### src/rtl/pmi_pkg.sv
// shared types, constants and fixed-point helpers for the point mass integrator
// no dependencies; used by pmi_ctrl, pmi_dp and point_mass_integrator
package pmi_pkg;

    localparam int QW         = 32;   // Q16.16 word
    localparam int DT_W       = 17;
    localparam int DT2_W      = 18;   // rounded square of the largest time step
    localparam int INV_W      = 32;
    localparam int DAMP_W     = 17;
    localparam int MODE_W     = 2;
    localparam int REQ_W      = 2;
    localparam int OPND_W     = 33;   // multiplier operand, signed
    localparam int PROD_W     = 64;
    localparam int WIDE_W     = 66;
    localparam int AXES       = 3;
    localparam int AXIS_W     = 2;
    localparam int CFG_IDX_W  = 3;
    localparam int CFG_DATA_W = 32;
    localparam int VEC_W      = AXES * QW;
    localparam int IN_DATA_W  = 3 * VEC_W;
    localparam int OUT_DATA_W = 3 * VEC_W;

    localparam logic [AXIS_W-1:0] AXIS_FIRST = 2'd0;
    localparam logic [AXIS_W-1:0] AXIS_LAST  = 2'd2;

    // register indexes on the configuration port
    localparam logic [CFG_IDX_W-1:0] REG_INV_MASS   = 3'd0;
    localparam logic [CFG_IDX_W-1:0] REG_DELTA_T    = 3'd1;
    localparam logic [CFG_IDX_W-1:0] REG_MODE       = 3'd2;
    localparam logic [CFG_IDX_W-1:0] REG_DAMP_EN    = 3'd3;
    localparam logic [CFG_IDX_W-1:0] REG_DAMP_STEP  = 3'd4;
    localparam logic [CFG_IDX_W-1:0] REG_FROZEN     = 3'd5;
    localparam logic [CFG_IDX_W-1:0] REG_FORCE_PERS = 3'd6;

    // request kinds
    localparam logic [REQ_W-1:0] REQ_LOAD      = 2'd0;
    localparam logic [REQ_W-1:0] REQ_STEP_NEW  = 2'd1;
    localparam logic [REQ_W-1:0] REQ_STEP_HELD = 2'd2;

    // integrator modes, the unused code runs velocity verlet
    localparam logic [MODE_W-1:0] MODE_EULER  = 2'd0;
    localparam logic [MODE_W-1:0] MODE_VERLET = 2'd1;
    localparam logic [MODE_W-1:0] MODE_VEL_VERLET = 2'd2;

    localparam logic [INV_W-1:0]  RST_INV_MASS  = 32'd65536;
    localparam logic [DT_W-1:0]   RST_DELTA_T   = 17'd1092;
    localparam logic [DAMP_W-1:0] RST_DAMP_STEP = 17'd65536;

    typedef struct packed {
        logic [INV_W-1:0]  inv_mass;
        logic [DT_W-1:0]   delta_t;
        logic [MODE_W-1:0] integrator_mode;
        logic              damp_enable;
        logic [DAMP_W-1:0] damp_per_step;
        logic              frozen;
        logic              force_persistent;
    } cfg_t;

    typedef enum logic [4:0] {
        ST_IDLE,
        ST_DT2_M,   ST_DT2_W,
        ST_ACC_M,   ST_ACC_W,
        ST_EPOS_M,  ST_EPOS_W,
        ST_EVEL_M,  ST_EVEL_W,
        ST_DAMP_M,  ST_DAMP_W,
        ST_VPOS_M,  ST_VPOS_W,
        ST_VVH_M,   ST_VVH_W,
        ST_VVPOS_M, ST_VVPOS_W,
        ST_DONE
    } state_t;

    typedef enum logic [3:0] {
        DP_NOP,
        DP_MUL_DT2,
        DP_MUL_ACC,
        DP_MUL_VDT,
        DP_MUL_ADT,
        DP_MUL_DAMP,
        DP_MUL_ADT2,
        DP_WB_DT2,
        DP_WB_ACC,
        DP_WB_EPOS,
        DP_WB_EVEL,
        DP_WB_DAMP,
        DP_WB_VPOS,
        DP_WB_VVH,
        DP_WB_VVPOS
    } dp_op_t;

    typedef struct packed {
        dp_op_t            op;
        logic [AXIS_W-1:0] axis;
        logic              latch_force;
        logic              load_state;
        logic              capture;
        logic              clear_force;
    } cmd_t;

    function automatic logic signed [WIDE_W-1:0] sx_wide(input logic signed [QW-1:0] x);
        return {{(WIDE_W-QW){x[QW-1]}}, x};
    endfunction

    // round half up, then arithmetic shift
    function automatic logic signed [WIDE_W-1:0] rnd16(input logic signed [PROD_W-1:0] v);
        logic signed [WIDE_W-1:0] t;
        t = {{(WIDE_W-PROD_W){v[PROD_W-1]}}, v} + (WIDE_W'(1) <<< 15);
        return t >>> 16;
    endfunction

    function automatic logic signed [WIDE_W-1:0] rnd17(input logic signed [PROD_W-1:0] v);
        logic signed [WIDE_W-1:0] t;
        t = {{(WIDE_W-PROD_W){v[PROD_W-1]}}, v} + (WIDE_W'(1) <<< 16);
        return t >>> 17;
    endfunction

    function automatic logic signed [QW-1:0] sat32(input logic signed [WIDE_W-1:0] v);
        logic signed [QW-1:0] r;
        if (v > 66'sd2147483647) begin
            r = 32'sh7fff_ffff;
        end else if (v < -66'sd2147483648) begin
            r = 32'sh8000_0000;
        end else begin
            r = v[QW-1:0];
        end
        return r;
    endfunction

endpackage

### src/rtl/pmi_ctrl.sv
// sequencer for the point mass integrator: walks the multiply and writeback steps per axis
// and owns the input ready and result valid handshakes; uses pmi_pkg
module pmi_ctrl (
    input  logic                       aclk,
    input  logic                       aresetn,
    input  pmi_pkg::cfg_t              cfg,
    input  logic                       in_valid,
    input  logic [pmi_pkg::REQ_W-1:0]  in_req,
    output logic                       in_ready,
    output logic                       out_valid,
    input  logic                       out_ready,
    output pmi_pkg::cmd_t              cmd
);

    pmi_pkg::state_t                 state_reg, state_next;
    logic [pmi_pkg::AXIS_W-1:0]      axis_reg, axis_next;
    logic                            step_reg, step_next;
    logic                            out_valid_reg, out_valid_next;
    logic                            in_fire;
    logic                            is_step;
    logic                            take;

    assign in_ready  = (state_reg == pmi_pkg::ST_IDLE);
    assign in_fire   = in_valid && in_ready;
    assign out_valid = out_valid_reg;
    assign is_step   = (in_req == pmi_pkg::REQ_STEP_NEW) || (in_req == pmi_pkg::REQ_STEP_HELD);
    // result register is free or drains this cycle
    assign take      = (state_reg == pmi_pkg::ST_DONE) && (!out_valid_reg || out_ready);

    always_ff @(posedge aclk) begin
        if (!aresetn) begin
            state_reg     <= pmi_pkg::ST_IDLE;
            axis_reg      <= pmi_pkg::AXIS_FIRST;
            step_reg      <= 1'b0;
            out_valid_reg <= 1'b0;
        end else begin
            state_reg     <= state_next;
            axis_reg      <= axis_next;
            step_reg      <= step_next;
            out_valid_reg <= out_valid_next;
        end
    end

    // next state
    always_comb begin
        state_next     = state_reg;
        axis_next      = axis_reg;
        step_next      = step_reg;
        out_valid_next = out_valid_reg && !out_ready;
        if (take) begin
            out_valid_next = 1'b1;
        end
        case (state_reg)
            pmi_pkg::ST_IDLE: begin
                if (in_fire) begin
                    axis_next = pmi_pkg::AXIS_FIRST;
                    step_next = is_step;
                    if (is_step && !cfg.frozen) begin
                        if (cfg.integrator_mode == pmi_pkg::MODE_VERLET) begin
                            state_next = pmi_pkg::ST_DT2_M;
                        end else begin
                            state_next = pmi_pkg::ST_ACC_M;
                        end
                    end else begin
                        state_next = pmi_pkg::ST_DONE;
                    end
                end
            end
            pmi_pkg::ST_DT2_M:  state_next = pmi_pkg::ST_DT2_W;
            pmi_pkg::ST_DT2_W:  state_next = pmi_pkg::ST_ACC_M;
            pmi_pkg::ST_ACC_M:  state_next = pmi_pkg::ST_ACC_W;
            pmi_pkg::ST_ACC_W: begin
                if (cfg.integrator_mode == pmi_pkg::MODE_EULER) begin
                    state_next = pmi_pkg::ST_EPOS_M;
                end else if (cfg.integrator_mode == pmi_pkg::MODE_VERLET) begin
                    state_next = pmi_pkg::ST_VPOS_M;
                end else begin
                    state_next = pmi_pkg::ST_VVH_M;
                end
            end
            pmi_pkg::ST_EPOS_M:  state_next = pmi_pkg::ST_EPOS_W;
            pmi_pkg::ST_EPOS_W:  state_next = pmi_pkg::ST_EVEL_M;
            pmi_pkg::ST_EVEL_M:  state_next = pmi_pkg::ST_EVEL_W;
            pmi_pkg::ST_DAMP_M:  state_next = pmi_pkg::ST_DAMP_W;
            pmi_pkg::ST_VPOS_M:  state_next = pmi_pkg::ST_VPOS_W;
            pmi_pkg::ST_VVH_M:   state_next = pmi_pkg::ST_VVH_W;
            pmi_pkg::ST_VVH_W:   state_next = pmi_pkg::ST_VVPOS_M;
            pmi_pkg::ST_VVPOS_M: state_next = pmi_pkg::ST_VVPOS_W;
            pmi_pkg::ST_EVEL_W,
            pmi_pkg::ST_DAMP_W,
            pmi_pkg::ST_VPOS_W,
            pmi_pkg::ST_VVPOS_W: begin
                if ((state_reg == pmi_pkg::ST_EVEL_W) && cfg.damp_enable) begin
                    state_next = pmi_pkg::ST_DAMP_M;
                end else if (axis_reg == pmi_pkg::AXIS_LAST) begin
                    state_next = pmi_pkg::ST_DONE;
                end else begin
                    axis_next  = axis_reg + 2'd1;
                    state_next = pmi_pkg::ST_ACC_M;
                end
            end
            pmi_pkg::ST_DONE: begin
                if (take) begin
                    state_next = pmi_pkg::ST_IDLE;
                end
            end
            default: state_next = pmi_pkg::ST_IDLE;
        endcase
    end

    // commands to the datapath
    always_comb begin
        cmd             = '0;
        cmd.op          = pmi_pkg::DP_NOP;
        cmd.axis        = axis_reg;
        case (state_reg)
            pmi_pkg::ST_IDLE: begin
                cmd.latch_force = in_fire && ((in_req == pmi_pkg::REQ_LOAD) ||
                                              (in_req == pmi_pkg::REQ_STEP_NEW));
                cmd.load_state  = in_fire && (in_req == pmi_pkg::REQ_LOAD);
            end
            pmi_pkg::ST_DT2_M:   cmd.op = pmi_pkg::DP_MUL_DT2;
            pmi_pkg::ST_DT2_W:   cmd.op = pmi_pkg::DP_WB_DT2;
            pmi_pkg::ST_ACC_M:   cmd.op = pmi_pkg::DP_MUL_ACC;
            pmi_pkg::ST_ACC_W:   cmd.op = pmi_pkg::DP_WB_ACC;
            pmi_pkg::ST_EPOS_M:  cmd.op = pmi_pkg::DP_MUL_VDT;
            pmi_pkg::ST_EPOS_W:  cmd.op = pmi_pkg::DP_WB_EPOS;
            pmi_pkg::ST_EVEL_M:  cmd.op = pmi_pkg::DP_MUL_ADT;
            pmi_pkg::ST_EVEL_W:  cmd.op = pmi_pkg::DP_WB_EVEL;
            pmi_pkg::ST_DAMP_M:  cmd.op = pmi_pkg::DP_MUL_DAMP;
            pmi_pkg::ST_DAMP_W:  cmd.op = pmi_pkg::DP_WB_DAMP;
            pmi_pkg::ST_VPOS_M:  cmd.op = pmi_pkg::DP_MUL_ADT2;
            pmi_pkg::ST_VPOS_W:  cmd.op = pmi_pkg::DP_WB_VPOS;
            pmi_pkg::ST_VVH_M:   cmd.op = pmi_pkg::DP_MUL_ADT;
            pmi_pkg::ST_VVH_W:   cmd.op = pmi_pkg::DP_WB_VVH;
            pmi_pkg::ST_VVPOS_M: cmd.op = pmi_pkg::DP_MUL_VDT;
            pmi_pkg::ST_VVPOS_W: cmd.op = pmi_pkg::DP_WB_VVPOS;
            pmi_pkg::ST_DONE: begin
                cmd.capture     = take;
                cmd.clear_force = take && step_reg && !cfg.force_persistent;
            end
            default: cmd.op = pmi_pkg::DP_NOP;
        endcase
    end

    a_accept_starts_work: assert property (@(posedge aclk) disable iff (!aresetn)
        in_fire |=> (state_reg != pmi_pkg::ST_IDLE))
        else $error("accepted word did not start work");

    a_axis_in_range: assert property (@(posedge aclk) disable iff (!aresetn)
        (state_reg != pmi_pkg::ST_IDLE) |-> (axis_reg != 2'd3))
        else $error("axis counter out of range");

    a_capture_sets_valid: assert property (@(posedge aclk) disable iff (!aresetn)
        cmd.capture |=> out_valid_reg)
        else $error("captured result not presented");

    a_no_overwrite: assert property (@(posedge aclk) disable iff (!aresetn)
        cmd.capture |-> !(out_valid_reg && !out_ready))
        else $error("result register overwritten while held");

endmodule

### config.mk
export PLATFORM = sky130hd
export DESIGN_NAME = pmi_ctrl
export DESIGN_NICKNAME = d
export VERILOG_FILES = /design/src/rtl/pmi_pkg.sv /design/src/rtl/pmi_ctrl.sv
export SDC_FILE = /design/constraint.sdc
export NUM_CORES = 1
export LEC_CHECK = 0
export CAP_MARGIN = 20
export CORE_MARGIN = 2
export CORE_UTILIZATION = 60
export CTS_CLUSTER_DIAMETER = 80
export DETAILED_ROUTE_END_ITERATION = 10
export DONT_BUFFER_PORTS = 1
export GPL_TIMING_DRIVEN = 1
export PLACE_DENSITY = 0.79
export SYNTH_ARGS = -nofsm -noshare
export SYNTH_HDL_FRONTEND = slang
export SYNTH_SLANG_ARGS = --single-unit
### constraint.sdc
create_clock -name aclk -period 3.3 [get_ports aclk]
set_input_delay 0.66 -clock aclk [delete_from_list [all_inputs] [get_ports aclk]]
set_output_delay 0.66 -clock aclk [all_outputs]
set_load 0.02 [all_outputs]
==> impl_metrics.ini <==
[outcome]
status = finished, final reports clean

[finish]
fin_nets = 187
multiInputGateArea_sq_um = 557
diodes = 0
largest_register_ffs = 5
postLayoutCellArea_sq_um = 827
n_fill_cell = 119
synthToLayoutAreaGrowth_pct = 0.762
drive_gt1_frac = 0.0943
seqCellArea_sq_um = 180

[worst_setup_path]
critPathArrivalTime_ns = 2.08
worstRegToRegCells = 5
r2r_slack_ns = 1.57
reg2reg_from = state_reg[1]
crit_fanout = 13
path_class = flop to primary output
cp-start-kind = flop
r2r_end = axis_reg[1]
required_ns = 2.64
end_kind = primary output

[global_routing]
grt_use_total = 0.224
grt.overflow.total = 0
grt_pass1_wl_mm = 2.49
first_global_vias = 622
grt_max_degree = 22
antenna_found_initial = 0

[floorplanning]
die_area_sq_um = 1680
rows = 13
ios = 89
fp.dieW_microns = 41.0
initial_utilization = 0.639
core_sq_um = 1280
die_h_microns = 41.0

[timing]
worst_slew_pin_slew_ns = 0.649
finalClockSkew_ns = 0.00202
worst_hold_slack_ns = 0.465
setup_ws_ns = 0.557
rsz0062_at_grt = false
tns_ns = 0
period_share = 0.831
finalWorstPathRequiredPeriod_ns = 2.74
slew_viol_final = 0
relSlewSlack = 0.564
setup_viol = 0
finalHoldViolCount = 0
fmax_mhz = 365

[yosys]
async_reset_ff_frac = 0
synth.distinct_cells = 39
synth_area_sq_um = 821
syn-instance-count = 110
synth_flop_cell = dfxtp_1
yosys_warnings = 0
seq_area_frac_synth = 0.220
synth.area.top_cells = dfxtp_1 (22%), o21ai_0 (5.5%), ha_1 (4.6%), a21oi_1 (4.3%), nand2_1 (4.1%)
syn_nets = 190
synth_top_area_share = 0.220
ys_ff_latch = 9
synth_edf_count = 0
synth_area_leader_cell = dfxtp_1
avgSynthCellArea_sq_um = 7.46

[routing]
vias = 773
routedWlPerCell_microns = 13.8
drtPass1Iterations = 4
finalWirelength_mm = 1.68
post-route-drc-count = 0
vias_per_cell = 6.39
detail-route-antenna-nets = 0
drt-initial-drc-count = 15

[power_and_ir_drop]
ir_worst_vdd_mv = 0.419
p_leak_nw = 0.310
powerDensity_nw_per_um2 = 862

[clock_tree]
cts.path.max_buffers = 2
clk_pin_slew_worst_paths_ns = 0.06
post_cts_buffers = 0
cts_resized = 0
cts-root-buf = clkbuf_4
cts_buffers = 3
cts_hold_buffers = 0
htree_levels = 1
clock_sinks = 9
worstSkewPairLatency_ns = 0.26
cts_tree = yes

[run]
maxCapViolCount = 0

[hold_path]
min_to = step_reg
hp-class = flop to flop
hold_depth = 2
min_from = step_reg

[place]
place_ws_ns = 0.839
io_buffers = 0
dp_hpwl_mm = 1.24
place_congestion = 0.821
placed_area_sq_um = 801
==> stage by stage <==
stage,util,cells,total power [mW]
finish,0.644,121,0.713
floorplan,-,110,0.585
detailed placement,0.623,117,0.630
global route,0.644,121,0.775
global placement,0.623,117,0.621
CTS,0.644,121,0.718
==> placed cells by master, fill, tap and decap left out, types with 2 or more instances in the layout <==
cell type	Yosys	layout
a21boi_0	3	3
ha_1	3	3
nand2_1	9	9
nor4_1	2	2
nor2b_1	3	3
and3_1	3	3
inv_1	8	8
a21oi_1	7	7
a221oi_1	2	2
xnor2_1	2	2
nor3_1	3	3
nand2b_1	3	3
or3_1	2	2
clkbuf_4	0	3
a211oi_1	3	3
nor2_1	8	8
nand3_1	3	3
buf_4	0	2
dfxtp_1	9	9
o21ai_0	9	9
a32o_1	2	2
==> power breakdown <==
part	switching [mW]	internal [mW]	leakage [nW]
Sequential	0.0394	0.136	0.0734
Combinational	0.288	0.165	0.222
Clock	0.0379	0.0466	0.0150
Total	0.366	0.348	0.310
==> cell type report <==
class	count	share of cell area
inverter	8	0.0363
timing repair buffer	2	0.0182
sequential	9	0.218
multi-input combinational	83	0.673
tap	15	0.0227
clock buffer	4	0.0318
==> metal layers <==
layer,share of wire,GRT usage,vias up
met5,0,0,-
met3,0.084,0.0489,5
met2,0.47,0.359,31
li1,-,-,389
met1,0.43,0.289,348
met4,0.013,0.0833,0
==> cells in the mapped netlist (2+ instances only) <==
cell type  number
a211oi_1        3
xnor2_1         2
buf_1           2
nand2_1         9
nand3_1         3
a21oi_1         7
o21ai_0         9
clkbuf_1        5
a221oi_1        2
a32o_1          2
nor4_1          2
nor2_1          8
dfxtp_1         9
nand2b_1        3
inv_1           8
nor2b_1         3
buf_6           2
or3_1           2
a21boi_0        3
nor3_1          3
and3_1          3
ha_1            3
==> critical path: stages, from the launching register on <==
cell and delay, ns:
dfxtp_1 0.53, or4b_4 0.58, inv_1 0.10, and3_1 0.29
and3b_1 0.33
==> worst max path at each step <==
stage	to	depth (start not counted)	start
4_1_cts	cmd[0]	4	state_reg[4]
6_report	cmd[0]	4	state_reg[4]
5_1_grt	cmd[0]	4	state_reg[4]
3_3_place_gp	cmd[0]	4	state_reg[4]
3_5_place_dp	cmd[0]	4	state_reg[4]
2_1_floorplan	cmd[0]	6	state_reg[1]
==> logic make-up after synthesis <==
logic type | synth area share
and+or+nand+nor | 0.282
muxes | 0.0259
adders and majority gates | 0.0457
xor gates and xnor gates | 0.0213
AOI/OAI and AO/OA | 0.303
buffers and inverters | 0.102
DFF | 0.220
Power figures use the tool's default switching activity.
